--- config.mk ---
export PLATFORM = sky130hd
export DESIGN_NAME = transmit_safety_interlock_unit
export DESIGN_NICKNAME = d
export VERILOG_FILES = /design/src/hw/rtl/tsi_pkg.sv /design/src/hw/rtl/tsi_ctrl.sv /design/src/hw/rtl/tsi_dp.sv /design/src/hw/rtl/transmit_safety_interlock_unit.sv
export SDC_FILE = /design/constraint.sdc
export NUM_CORES = 2
export LEC_CHECK = 0
export BUFFER_PORTS_ARGS = -buffer_cell sky130_fd_sc_hd__buf_2
export CAP_MARGIN = 10
export CORE_ASPECT_RATIO = 2
export CORE_MARGIN = 2
export CORE_UTILIZATION = 51
export CTS_CLUSTER_SIZE = 40
export DETAILED_ROUTE_END_ITERATION = 6
export HOLD_SLACK_MARGIN = 0.08
export PLACE_DENSITY = 0.67
export SLEW_MARGIN = 25
export SYNTH_ARGS = -nofsm -noshare
export SYNTH_HDL_FRONTEND = slang
export SYNTH_SLANG_ARGS = --single-unit
--- constraint.sdc ---
create_clock -name clk_i -period 5.4 [get_ports clk_i]
set_input_delay 0 -clock clk_i [delete_from_list [all_inputs] [get_ports clk_i]]
set_output_delay 0 -clock clk_i [all_outputs]
set_load 0.01 [all_outputs]
--- src/hw/rtl/tsi_pkg.sv ---
`timescale 1ns / 1ps
// ----------------------------------------------------------------------------
// tsi_pkg
// types and constants shared by the transmit safety interlock modules
// ----------------------------------------------------------------------------
package tsi_pkg;

  localparam int unsigned HistDepthDef = 64;

  localparam int unsigned TimeW   = 48;
  localparam int unsigned WidthW  = 24;
  localparam int unsigned PowerW  = 12;
  localparam int unsigned AttW    = 10;
  localparam int unsigned PressW  = 15;
  localparam int unsigned SrcW    = 5;
  localparam int unsigned CfgIdxW = 2;
  localparam int unsigned CfgW    = 15;
  localparam int unsigned InDataW  = 160;
  localparam int unsigned OutDataW = 8;
  // doubled times with sign
  localparam int unsigned T2W = TimeW + 3;

  typedef enum logic [1:0] {
    REQ_HV     = 2'd0,
    REQ_MODE   = 2'd1,
    REQ_REPORT = 2'd2,
    REQ_HEALTH = 2'd3
  } req_type_e;

  typedef enum logic [CfgIdxW-1:0] {
    CFG_THRESHOLD = 2'd0,
    CFG_SWITCH_ATT = 2'd1,
    CFG_RELEASE   = 2'd2,
    CFG_MIN_PRESS = 2'd3
  } cfg_idx_e;

  typedef enum logic [3:0] {
    ST_ALLOWED     = 4'd0,
    ST_ATTENUATE   = 4'd1,
    ST_SRC_IO      = 4'd2,
    ST_SRC_NAV     = 4'd3,
    ST_SRC_TERRAIN = 4'd4,
    ST_SRC_MOTION  = 4'd5,
    ST_SRC_PWRSRV  = 4'd6,
    ST_FILAMENT    = 4'd7,
    ST_HOMING      = 4'd8,
    ST_PRESSURE    = 4'd9,
    ST_POWER       = 4'd10,
    ST_NO_ATTEN    = 4'd11,
    ST_UNSET       = 4'd12
  } status_e;

  typedef enum logic [1:0] {
    S_IDLE = 2'd0,
    S_WALK = 2'd1,
    S_EVAL = 2'd2
  } ctrl_state_e;

  typedef struct packed {
    logic load;
    logic walk_step;
    logic commit;
  } tsi_cmd_t;

  typedef struct packed {
    logic walk_done;
  } tsi_sts_t;

  typedef struct packed {
    logic    hv_forced_off;
    logic    use_attenuated;
    logic    hv_enable;
    status_e status_code;
  } tsi_result_t;

endpackage

--- src/hw/rtl/tsi_ctrl.sv ---
`timescale 1ns / 1ps
// ----------------------------------------------------------------------------
// tsi_ctrl
// sequencer: accepts events, runs the history walk, commits the evaluation
// ----------------------------------------------------------------------------
module tsi_ctrl (
  input  logic              clk_i,
  input  logic              rst_ni,
  input  logic              s_axis_tvalid_i,
  output logic              s_axis_tready_o,
  input  logic [1:0]        s_axis_tuser_i,
  output logic              m_axis_tvalid_o,
  input  logic              m_axis_tready_i,
  output tsi_pkg::tsi_cmd_t cmd_o,
  input  tsi_pkg::tsi_sts_t sts_i
);
  import tsi_pkg::*;

  ctrl_state_e state_q, state_d;
  logic        out_vld_q, out_vld_d;

  always_ff @(posedge clk_i or negedge rst_ni) begin
    if (!rst_ni) begin
      state_q   <= S_IDLE;
      out_vld_q <= 1'b0;
    end else begin
      state_q   <= state_d;
      out_vld_q <= out_vld_d;
    end
  end

  always_comb begin
    state_d         = state_q;
    cmd_o           = '0;
    s_axis_tready_o = 1'b0;
    unique case (state_q)
      S_IDLE: begin
        s_axis_tready_o = 1'b1;
        if (s_axis_tvalid_i) begin
          cmd_o.load = 1'b1;
          unique case (req_type_e'(s_axis_tuser_i))
            REQ_MODE:   state_d = S_IDLE;
            REQ_REPORT: state_d = S_WALK;
            default:    state_d = S_EVAL;
          endcase
        end
      end
      S_WALK: begin
        cmd_o.walk_step = 1'b1;
        if (sts_i.walk_done) begin
          state_d = S_EVAL;
        end
      end
      S_EVAL: begin
        if (!out_vld_q || m_axis_tready_i) begin
          cmd_o.commit = 1'b1;
          state_d      = S_IDLE;
        end
      end
      default: state_d = S_IDLE;
    endcase
  end

  always_comb begin
    out_vld_d = out_vld_q;
    if (out_vld_q && m_axis_tready_i) begin
      out_vld_d = 1'b0;
    end
    if (cmd_o.commit) begin
      out_vld_d = 1'b1;
    end
  end

  assign m_axis_tvalid_o = out_vld_q;

`ifndef SYNTHESIS
  a_commit_free: assert property (@(posedge clk_i) disable iff (!rst_ni)
    cmd_o.commit |-> (!out_vld_q || m_axis_tready_i))
    else $error("result overwritten before transfer");
  a_report_walks: assert property (@(posedge clk_i) disable iff (!rst_ni)
    (cmd_o.load && s_axis_tuser_i == REQ_REPORT) |=> state_q == S_WALK)
    else $error("report did not start history walk");
  a_commit_valid: assert property (@(posedge clk_i) disable iff (!rst_ni)
    cmd_o.commit |=> out_vld_q)
    else $error("commit without result valid");
`endif

endmodule

--- src/hw/rtl/tsi_dp.sv ---
`timescale 1ns / 1ps
// ----------------------------------------------------------------------------
// tsi_dp
// datapath: config, health state, mode history ring, window walk, checks
// ----------------------------------------------------------------------------
module tsi_dp #(
  parameter int unsigned HISTORY_DEPTH = tsi_pkg::HistDepthDef
) (
  input  logic                         clk_i,
  input  logic                         rst_ni,
  input  logic                         cfg_we_i,
  input  logic [tsi_pkg::CfgIdxW-1:0]  cfg_idx_i,
  input  logic [tsi_pkg::CfgW-1:0]     cfg_wdata_i,
  input  logic [tsi_pkg::InDataW-1:0]  s_axis_tdata_i,
  input  logic [1:0]                   s_axis_tuser_i,
  output logic [tsi_pkg::OutDataW-1:0] m_axis_tdata_o,
  input  tsi_pkg::tsi_cmd_t            cmd_i,
  output tsi_pkg::tsi_sts_t            sts_o
);
  import tsi_pkg::*;

  localparam int unsigned IdxW = (HISTORY_DEPTH > 1) ? $clog2(HISTORY_DEPTH) : 1;
  localparam int unsigned CntW = $clog2(HISTORY_DEPTH + 1);
  localparam logic [IdxW-1:0] LastIdx = IdxW'(HISTORY_DEPTH - 1);
  localparam logic [CntW-1:0] FullCnt = CntW'(HISTORY_DEPTH);

  // input fields
  logic                     in_hv;
  logic [TimeW-1:0]         in_mode_time;
  logic                     in_mode_att;
  logic [TimeW-1:0]         in_center;
  logic [WidthW-1:0]        in_width;
  logic signed [PowerW-1:0] in_power;
  logic [SrcW-1:0]          in_src;
  logic                     in_fil;
  logic                     in_homed;
  logic [PressW-1:0]        in_press;
  logic                     in_avail;
  req_type_e                in_type;

  assign in_hv        = s_axis_tdata_i[0];
  assign in_mode_time = s_axis_tdata_i[48:1];
  assign in_mode_att  = s_axis_tdata_i[49];
  assign in_center    = s_axis_tdata_i[97:50];
  assign in_width     = s_axis_tdata_i[121:98];
  assign in_power     = s_axis_tdata_i[133:122];
  assign in_src       = s_axis_tdata_i[138:134];
  assign in_fil       = s_axis_tdata_i[139];
  assign in_homed     = s_axis_tdata_i[140];
  assign in_press     = s_axis_tdata_i[155:141];
  assign in_avail     = s_axis_tdata_i[156];
  assign in_type      = req_type_e'(s_axis_tuser_i);

  // config
  logic signed [PowerW-1:0] thr_q;
  logic [AttW-1:0]          sw_att_q;
  logic [AttW-1:0]          rel_q;
  logic [PressW-1:0]        min_press_q;

  always_ff @(posedge clk_i or negedge rst_ni) begin
    if (!rst_ni) begin
      thr_q       <= -12'sd300;
      sw_att_q    <= '0;
      rel_q       <= AttW'(60);
      min_press_q <= '0;
    end else if (cfg_we_i) begin
      unique case (cfg_idx_e'(cfg_idx_i))
        CFG_THRESHOLD:  thr_q       <= cfg_wdata_i[PowerW-1:0];
        CFG_SWITCH_ATT: sw_att_q    <= cfg_wdata_i[AttW-1:0];
        CFG_RELEASE:    rel_q       <= cfg_wdata_i[AttW-1:0];
        CFG_MIN_PRESS:  min_press_q <= cfg_wdata_i[PressW-1:0];
        default: ;
      endcase
    end
  end

  // interlock state
  logic                     hv_q;
  status_e                  last_q;
  logic [SrcW-1:0]          src_q;
  logic                     fil_q, homed_q, avail_q;
  logic [PressW-1:0]        press_q;
  logic signed [PowerW-1:0] power_q;
  logic                     rep_att_q;

  // history ring
  logic [IdxW-1:0]  head_q;
  logic [CntW-1:0]  cnt_q;
  logic             e0_wr_q;
  logic [TimeW:0]   mem [HISTORY_DEPTH];
  logic [TimeW:0]   rd_data_q;
  logic [IdxW-1:0]  wr_idx;
  logic             hist_we;

  // walk
  logic signed [T2W-1:0] start2_q, end2_q;
  logic [IdxW-1:0]       ptr_q;
  logic [CntW-1:0]       left_q;
  logic                  rd_vld_q, rd_zero_q;
  logic                  rd_en;
  logic signed [T2W-1:0] t2;
  logic                  rd_att;
  logic                  decided, decision;
  logic signed [T2W-1:0] c2, w2;

  assign wr_idx  = (head_q == LastIdx) ? '0 : head_q + 1'b1;
  assign hist_we = cmd_i.load && (in_type == REQ_MODE);
  assign rd_en   = cmd_i.walk_step && (left_q != '0);

  always_ff @(posedge clk_i) begin
    if (hist_we) begin
      mem[wr_idx] <= {in_mode_att, in_mode_time};
    end
    if (rd_en) begin
      rd_data_q <= mem[ptr_q];
    end
  end

  assign c2 = $signed({2'b00, in_center, 1'b0});
  assign w2 = $signed({(T2W - WidthW)'(0), in_width});
  assign t2 = rd_zero_q ? '0 : $signed({2'b00, rd_data_q[TimeW-1:0], 1'b0});
  assign rd_att = rd_zero_q ? 1'b0 : rd_data_q[TimeW];

  always_comb begin
    decided  = 1'b0;
    decision = 1'b1;
    if (rd_vld_q && (t2 < end2_q)) begin
      if (!rd_att) begin
        decided  = 1'b1;
        decision = 1'b0;
      end else if (t2 <= start2_q) begin
        decided = 1'b1;
      end
    end
  end

  assign sts_o.walk_done = cmd_i.walk_step && (decided || (!rd_vld_q && left_q == '0));

  always_ff @(posedge clk_i or negedge rst_ni) begin
    if (!rst_ni) begin
      head_q    <= '0;
      cnt_q     <= CntW'(1);
      e0_wr_q   <= 1'b0;
      ptr_q     <= '0;
      left_q    <= '0;
      rd_vld_q  <= 1'b0;
      rd_zero_q <= 1'b0;
    end else begin
      if (hist_we) begin
        head_q <= wr_idx;
        if (cnt_q < FullCnt) begin
          cnt_q <= cnt_q + 1'b1;
        end
        if (wr_idx == '0) begin
          e0_wr_q <= 1'b1;
        end
      end
      if (cmd_i.load && in_type == REQ_REPORT) begin
        ptr_q    <= head_q;
        left_q   <= cnt_q;
        rd_vld_q <= 1'b0;
      end else if (cmd_i.walk_step) begin
        rd_vld_q <= rd_en;
        if (rd_en) begin
          rd_zero_q <= (ptr_q == '0) && !e0_wr_q;
          ptr_q     <= (ptr_q == '0) ? LastIdx : ptr_q - 1'b1;
          left_q    <= left_q - 1'b1;
        end
      end
    end
  end

  always_ff @(posedge clk_i) begin
    if (cmd_i.load && in_type == REQ_REPORT) begin
      start2_q <= c2 - w2;
      end2_q   <= c2 + w2;
    end
  end

  // checks
  tsi_result_t res, out_q;
  logic        hv_after;
  logic signed [PowerW+1:0] unatt, rel_lim;

  assign unatt   = $signed({{2{power_q[PowerW-1]}}, power_q}) + $signed({4'b0000, sw_att_q});
  assign rel_lim = $signed({{2{thr_q[PowerW-1]}}, thr_q}) - $signed({4'b0000, rel_q});

  always_comb begin
    res               = '0;
    res.status_code   = ST_ALLOWED;
    hv_after          = hv_q;
    if (!src_q[0])      res.status_code = ST_SRC_IO;
    else if (!src_q[1]) res.status_code = ST_SRC_NAV;
    else if (!src_q[2]) res.status_code = ST_SRC_TERRAIN;
    else if (!src_q[3]) res.status_code = ST_SRC_MOTION;
    else if (!src_q[4]) res.status_code = ST_SRC_PWRSRV;
    else if (!fil_q)    res.status_code = ST_FILAMENT;
    else if (!homed_q)  res.status_code = ST_HOMING;
    else if (press_q < min_press_q) res.status_code = ST_PRESSURE;
    else if (hv_q && (power_q > thr_q) && !(avail_q && !rep_att_q)) begin
      res.status_code   = ST_POWER;
      hv_after          = 1'b0;
      res.hv_forced_off = 1'b1;
    end else begin
      if (hv_q && (power_q > thr_q)) begin
        res.status_code = ST_ATTENUATE;
      end
      if ((last_q == ST_ATTENUATE) && (unatt > rel_lim)) begin
        res.status_code = ST_ATTENUATE;
      end
      if ((res.status_code == ST_ATTENUATE) && !avail_q) begin
        res.status_code = ST_NO_ATTEN;
      end
    end
    res.hv_enable      = hv_after && ((res.status_code == ST_ALLOWED) ||
                                      (res.status_code == ST_ATTENUATE));
    res.use_attenuated = (res.status_code == ST_ATTENUATE);
  end

  always_ff @(posedge clk_i or negedge rst_ni) begin
    if (!rst_ni) begin
      hv_q      <= 1'b0;
      last_q    <= ST_UNSET;
      src_q     <= '0;
      fil_q     <= 1'b0;
      homed_q   <= 1'b0;
      avail_q   <= 1'b0;
      press_q   <= '0;
      power_q   <= -12'sd2000;
      rep_att_q <= 1'b0;
    end else begin
      if (cmd_i.load && in_type != REQ_MODE) begin
        src_q <= in_src;
        unique case (in_type)
          REQ_HV:     hv_q    <= in_hv;
          REQ_REPORT: power_q <= in_power;
          REQ_HEALTH: begin
            fil_q   <= in_fil;
            homed_q <= in_homed;
            avail_q <= in_avail;
            press_q <= in_press;
          end
          default: ;
        endcase
      end
      if (sts_o.walk_done) begin
        rep_att_q <= decided ? decision : 1'b1;
      end
      if (cmd_i.commit) begin
        hv_q   <= hv_after;
        last_q <= res.status_code;
      end
    end
  end

  always_ff @(posedge clk_i) begin
    if (cmd_i.commit) begin
      out_q <= res;
    end
  end

  assign m_axis_tdata_o = {1'b0, out_q};

`ifndef SYNTHESIS
  a_cnt_range: assert property (@(posedge clk_i) disable iff (!rst_ni)
    (cnt_q != '0) && (cnt_q <= FullCnt))
    else $error("history count out of range");
  a_left_bound: assert property (@(posedge clk_i) disable iff (!rst_ni)
    left_q <= cnt_q)
    else $error("walk runs past history count");
  a_forced_clears: assert property (@(posedge clk_i) disable iff (!rst_ni)
    (cmd_i.commit && res.hv_forced_off) |=> !hv_q)
    else $error("forced off left hv request set");
`endif

endmodule

--- src/hw/rtl/transmit_safety_interlock_unit.sv ---
`timescale 1ns / 1ps
// hv request and health events go to the eval state, which commits the result to
// the output register once it is free; power report: history walk newest-first,
// one ring entry per cycle through the registered memory read port, then eval
// mode change events give no result; one event is in work at a time
// reset: async active low, config to defaults, history holds one unattenuated entry
// at time 0, status unset
// ----------------------------------------------------------------------------
// transmit_safety_interlock_unit
// radar transmitter interlock: hv request, mode history, power and health checks
// ----------------------------------------------------------------------------
module transmit_safety_interlock_unit #(
  parameter int unsigned HISTORY_DEPTH = tsi_pkg::HistDepthDef
) (
  input  logic                         clk_i,
  input  logic                         rst_ni,
  input  logic                         cfg_we_i,
  input  logic [tsi_pkg::CfgIdxW-1:0]  cfg_idx_i,
  input  logic [tsi_pkg::CfgW-1:0]     cfg_wdata_i,
  input  logic                         s_axis_tvalid_i,
  output logic                         s_axis_tready_o,
  // hv_request, mode_time, mode_is_attenuated, report_center, dwell_width,
  // mean_power, sources_ok, filament_on, drives_homed, vessel_pressure,
  // atten_available, zero pad
  input  logic [tsi_pkg::InDataW-1:0]  s_axis_tdata_i,
  // req_type
  input  logic [1:0]                   s_axis_tuser_i,
  output logic                         m_axis_tvalid_o,
  input  logic                         m_axis_tready_i,
  // status_code, hv_enable, use_attenuated, hv_forced_off, zero pad
  output logic [tsi_pkg::OutDataW-1:0] m_axis_tdata_o
);
  import tsi_pkg::*;

  tsi_cmd_t cmd;
  tsi_sts_t sts;

  tsi_ctrl u_ctrl (
    .clk_i           (clk_i),
    .rst_ni          (rst_ni),
    .s_axis_tvalid_i (s_axis_tvalid_i),
    .s_axis_tready_o (s_axis_tready_o),
    .s_axis_tuser_i  (s_axis_tuser_i),
    .m_axis_tvalid_o (m_axis_tvalid_o),
    .m_axis_tready_i (m_axis_tready_i),
    .cmd_o           (cmd),
    .sts_i           (sts)
  );

  tsi_dp #(
    .HISTORY_DEPTH (HISTORY_DEPTH)
  ) u_dp (
    .clk_i          (clk_i),
    .rst_ni         (rst_ni),
    .cfg_we_i       (cfg_we_i),
    .cfg_idx_i      (cfg_idx_i),
    .cfg_wdata_i    (cfg_wdata_i),
    .s_axis_tdata_i (s_axis_tdata_i),
    .s_axis_tuser_i (s_axis_tuser_i),
    .m_axis_tdata_o (m_axis_tdata_o),
    .cmd_i          (cmd),
    .sts_o          (sts)
  );

endmodule

# Word level (Yosys, flattened, before mapping)
# Memories as Yosys holds them, arrays and structs flattened. A register that Yosys moved wholly into a read port is not among the register bits.
# Index checks and enable logic that the tools add are counted.
dict set report word_totals {
  ff_bits 229
  ram_bits 3136
  inputBits 184
  output_inout_bits 10
  wordCells 184
  mem_count 1
}
# name depth word_bits rd rd_clocked_by_memory_dff wr line
set mem_list {}
lappend mem_list {u_dp.mem 64 49 1 1 1 tsi_dp.sv:90} ;# logic [TimeW:0] mem [HISTORY_DEPTH];
dict set report op_classes {
  add_sub_neg 8
  magnitude_cmp 6
  n_eq_ne 16
  muxes 67
  bitwise 8
  reduce_logical 50
}
# cell count
set op_table {}
lappend op_table {{2-to-1 mux 4 bit} 19}
lappend op_table {{less-or-equal comparator 51 bit} 1}
lappend op_table {{< comparator 51 bit} 1}
lappend op_table {{adder 49 x 24 -> 50 bit} 1}
lappend op_table {{subtractor 49 x 24 -> 50 bit} 1}
lappend op_table {{2-to-1 mux 49 bit} 1}
lappend op_table {{2-to-1 mux 1 bit} 34}
lappend op_table {{2-to-1 mux 6 bit} 5}
lappend op_table {{2-to-1 mux 7 bit} 3}
lappend op_table {{AND reduction 2 bit} 10}
lappend op_table {{logical AND 1 bit} 15}
lappend op_table {{< comparator 15 bit} 1}
lappend op_table {{greater-than comparator 14 bit} 1}
lappend op_table {{adder 12 x 11 -> 13 bit} 1}
lappend op_table {{subtractor 12 x 11 -> 13 bit} 1}
lappend op_table {{== test 4 x 1 -> 1 bit, second input constant} 3}
lappend op_table {{greater-than comparator 12 bit} 1}
lappend op_table {{logical NOT 6 bit} 2}
lappend op_table {{== test 2 bit, second input constant} 5}
lappend op_table {{nonzero test 2 bit} 5}
lappend op_table {{inverter 1 bit} 8}
lappend op_table {{OR reduction 8 bit} 1}
lappend op_table {{adder 7 x 1 -> 7 bit, second input constant} 1}
lappend op_table {{logical NOT 7 bit} 1}
lappend op_table {{17 further kinds} 33}

# Depth between registers and ports, before layout
dict set report depth {
  ltp_word 28
  mapped_depth 22
  mapped_depth_nobuf 22
}

# Modules after synthesis
# Synthesis repeated with hierarchy kept, for this count alone.
dict set report unflattened {
  hier_cells 6974
  area_unflattened_um2 137304.2
}
# mod n_inst cells_per_inst area_per_inst_um2 seq_area_each_um2
set by_module_without_submodules {}
lappend by_module_without_submodules {tsi_dp 1 6954 137117.8 101773.9}
lappend by_module_without_submodules {tsi_ctrl 1 20 186.4 75.1}

# Least setup slack after synthesis
# OpenSTA, ideal clock, no wires.
dict set report synth_timing {
  path_type {reg2reg}
  startpoint {register u_ctrl.state_q[1]}
  endpoint {register u_dp.left_q[3]}
  setup_ns 0.293
  arrival_ns 4.357
  slack_ns 0.750
  path_stages_with_launch 6
  n_path_buf 1
  period_less_slack_ns 4.650
  path_cell_list {dfrtp_1 nor2_1 nand3_1 clkinv_1 clkbuf_1 o21ai_0}
}
dict set report synth_between {
  elab_chain_cells 5
  elab_cells_between_ends 10
  cone_classes {1 x eq/ne; 3 x mux; 6 x reduce/logical}
}
# element line
set synth_lines {}
lappend synth_lines {{from (decl)} tsi_ctrl.sv:19} ;# ctrl_state_e state_q, state_d;
lappend synth_lines {{from (signal assigned)} tsi_ctrl.sv:27} ;# state_q <= state_d;
lappend synth_lines {{== test 2 x 1 -> 1 bit / logical NOT 2 bit (equally long branches)} tsi_ctrl.sv:36} ;# unique case (state_q)
lappend synth_lines {{2-to-1 mux 1 bit} tsi_ctrl.sv:36}
lappend synth_lines {{logical AND 1 bit (on tied branches)} {tsi_dp.sv:108, tsi_dp.sv:158}}
lappend synth_lines {{nonzero test 2 bit (no source line)} n/a}
lappend synth_lines {{AND reduction 2 bit (no source line)} n/a}
lappend synth_lines {{to (signal assigned)} tsi_dp.sv:160} ;# left_q <= cnt_q;
lappend synth_lines {{to (signal assigned)} tsi_dp.sv:167} ;# left_q <= left_q - 1'b1;
lappend synth_lines {{to (decl)} tsi_dp.sv:98} ;# logic [CntW-1:0] left_q;
# Several ways; a longest one is shown, not always the timed one.
# A chain may end at the register's enable or synchronous reset.

==> impl_metrics.toml <==
[run_status]
status = "finished, violations left"
violations = "design-rule violations"

[placed_design]
port_buffers = 189
post-place-ws_ps = 614
dpl_cell_area_um2 = 144000
routabilityCongestion = 0.899
dp_hpwl_um = 205000
dp_cells = 10100

[worst_setup_path]
r2r_setup_slack_ps = 590
cp-end-kind = "register"
r2r-end = "u_dp.m_axis_tdata_o[1]$_DFFE_PP_"
cp.arrival_ps = 5490
critPathLaunchType = "register"
worstPathRequired_ps = 6080
reg2reg_depth = 21
crit_end = "u_dp.m_axis_tdata_o[1]$_DFFE_PP_"
r2r_start = "u_dp.power_q[0]$_DFFE_PN0P_"
cp_max_fo = 4
crit_type = "reg -> reg"
crit_path_start = "u_dp.power_q[0]$_DFFE_PN0P_"

[clock_tree]
cts_resized = 0
cts_tree = "done"
clockBufferDepth = 4
clock-root-buffer = "clkbuf_16"
cts_num_sinks = 3411
clk_latency_ps = 870
htreeDepth = 5
post_cts_buffers = 0
cts_buffers = 301
clk_pin_slew_ps = 60

[synthesis]
syn_area_um2 = 137000
synth_warnings = 0
synth.ff_latch_count = 3411
synthDistinctLibCells = 76
synth.yosys.seq_area_share_pct = 74.4
yosys_most_used_dff = "edfxtp_1"
syn_avg_cell_area_um2 = 21.2
async_reset_ff_share_pct = 3.52
synth_fp_nets = 6860
synthCells = 6460
synth_edf_count = 3291

[detailed_routing]
routed_via_density = 6.40
drt_iter0_markers = 9284
ant_nets = 0
firstDrtPassIters = 7
vias = 70300
drc_errors = 7
post_drt_wl_per_cell_um = 33.4
drt_wl_total_um = 367000

[sta]
hold_viol = 0
slew_headroom_pct = 22.1
skew_ps = 38.2
fmax_mhz = 208
fin_ws_ps = 592
fin_tns_setup_ps = 0
slew_viol_final = 0
worst_slew_pin_slew_ps = 1170
finalCritPeriodShare_pct = 89.0
fin_crit_ps = 4810
setup_viol = 0
grt_setup_unrepaired = "no"
whs_ps = 123

[finish]
stdcell_area_um2 = 158000
nets = 7636
instances_no_fill = 11000
fillCellCount = 18700
finish.utilization_pct = 58.9
area_delta_synth_final_pct = 15.2
drive_above_1_share_pct = 26.8

[floorplanning]
die_h_um = 737
die_area_um2 = 273000
pin_count = 194
core_area_um2 = 268000
placementRows = 269
die_w_um = 370
start_util_pct = 51.2

[pwr]
vdd_drop_max_mv = 0.425
power_mw = 72.5
leakage_nw = 50.9
p_per_area_nw_per_um2 = 460

[grt]
overflow = 0
grt_pass1_wl_um = 521000
grt_pass1_vias = 71600
grt_antenna_before_repair = 21
grt_max_degree = 97
grt.total_usage_pct = 26.9

[flow_run]
max_cap_violations = 0

[worst_hold_path]
hp-class = "in -> reg"
[what timing repair did]
item,4_1_cts,5_1_grt
hold buffers,365,0
endpoints found under the setup margin,0,0
endpoints found under the hold margin,3413,0
[layout make-up]
class | count | area (um2) | area share (%)
Antenna cell | 7 | 17.5 | 0.0111
Clock buffer | 349 | 7930 | 5.03
Clock inverter | 177 | 1940 | 1.23
Inverter | 224 | 845 | 0.536
Multi-Input combinational cell | 2529 | 33500 | 21.3
Sequential cell | 3411 | 102000 | 64.6
Tap cell | 3523 | 4410 | 2.80
Timing Repair Buffer | 769 | 7160 | 4.54
[per-layer routing]
| metal | GRT usage (%) | part of all wire [%] |
|---|---|---|
| met1 | 36.1 | 37 |
| met2 | 45.4 | 51 |
| met3 | 3.88 | 8.1 |
| met4 | 9.19 | 3.8 |
| met5 | 0 | 0.029 |
[state kept, by name, summed over array words and instances (netlist names), 10 cells and up]
register          count
u_dp.end2_q          49
u_dp.mem           3136
u_dp.min_press_q     15
u_dp.power_q         12
u_dp.press_q         15
u_dp.rd_data_q       49
u_dp.rel_q           10
u_dp.start2_q        50
u_dp.sw_att_q        10
u_dp.thr_q           12
[power by group]
group / switching [mW] / leakage [nW] / internal, mW
Clock: 9.46 / 4.81 / 12.4
Sequential: 0.813 / 31.0 / 29.9
Combinational: 10.5 / 15.0 / 9.44
[synth_stat cells (27+ instances only)]
cell type / n / area, um2
nor3_1: 37 / 185
nand3_1: 63 / 315
mux4_2: 961 / 21600
nand2_1: 126 / 473
edfxtp_1: 3291 / 98800
mux2_2: 92 / 1040
buf_1: 51 / 191
xor2_1: 27 / 236
a21o_1: 27 / 203
dfrtp_1: 103 / 2580
xnor2_1: 90 / 788
inv_1: 222 / 833
nor2b_1: 64 / 400
clkbuf_1: 177 / 664
nand2b_1: 30 / 188
nand4_1: 31 / 194
ha_1: 212 / 2650
mux2i_1: 66 / 661
a21oi_1: 147 / 736
nor2_1: 209 / 785
o21ai_0: 96 / 480
buf_2: 63 / 315
[critical path, cell delays in order (launching register included)]
cell	delay [ps]
dfrtp_1	350
ha_1	200
inv_1	70
fa_1	460
nor2b_1	120
o21ai_0	90
a21boi_0	260
o21a_1	150
nor2_1	60
o21ai_0	300
a21o_1	180
a21oi_1	90
o21a_1	190
ha_1	330
nand3_1	100
nor3_1	280
nand2b_1	110
a311oi_1	500
nor2_1	90
a21oi_1	300
nand3_1	180
a32oi_1	220
[cells in the final DEF, fill, tap and decap left out, types with 58 or more instances in the layout]
cell	netlist	routed
nand3_1	63	63
buf_2	63	147
edfxtp_1	3291	3291
nor2_4	0	65
xnor2_1	90	90
nor2b_1	64	62
clkbuf_16	0	310
buf_12	0	60
nor2_1	209	144
ha_1	212	212
mux4_2	961	961
dlygate4sd3_1	0	364
nand2_1	126	125
a21oi_1	147	147
o21ai_0	96	96
dfrtp_1	103	96
mux2i_1	66	66
buf_4	4	191
mux2_2	92	92
inv_1	222	222
clkinv_1	2	58
[cells by family after synthesis]
family                     count (synthesis)  synth area share [%]
muxes                                   1119                  17.0
buffers and inverters                    520                  1.50
AOI/OAI and AO/OA                        449                  2.12
xor gates and xnor gates                 117                 0.748
DFF                                     3411                  74.4
other                                      1               0.00274
and+or+nand+nor                          627                  2.20
adders and majority gates                216                  2.00
[how the worst min path moves through the flow]
stage,from,end,slack (ps),depth (start not counted)
detailed placement,rst_ni,u_dp.ptr_q[3]$_DFFE_PN0P_,200,1
global placement,rst_ni,u_dp.ptr_q[3]$_DFFE_PN0P_,170,1
floorplan,rst_ni,u_ctrl.m_axis_tvalid_o$_DFFE_PN0P_,-300,0
global route,s_axis_tdata_i[89],u_dp.end2_q[40]$_DFFE_PP_,120,3
CTS,s_axis_tdata_i[89],u_dp.end2_q[40]$_DFFE_PP_,80,3
finish,s_axis_tdata_i[89],u_dp.end2_q[40]$_DFFE_PP_,120,3
(Power assumes the default switching activity.)
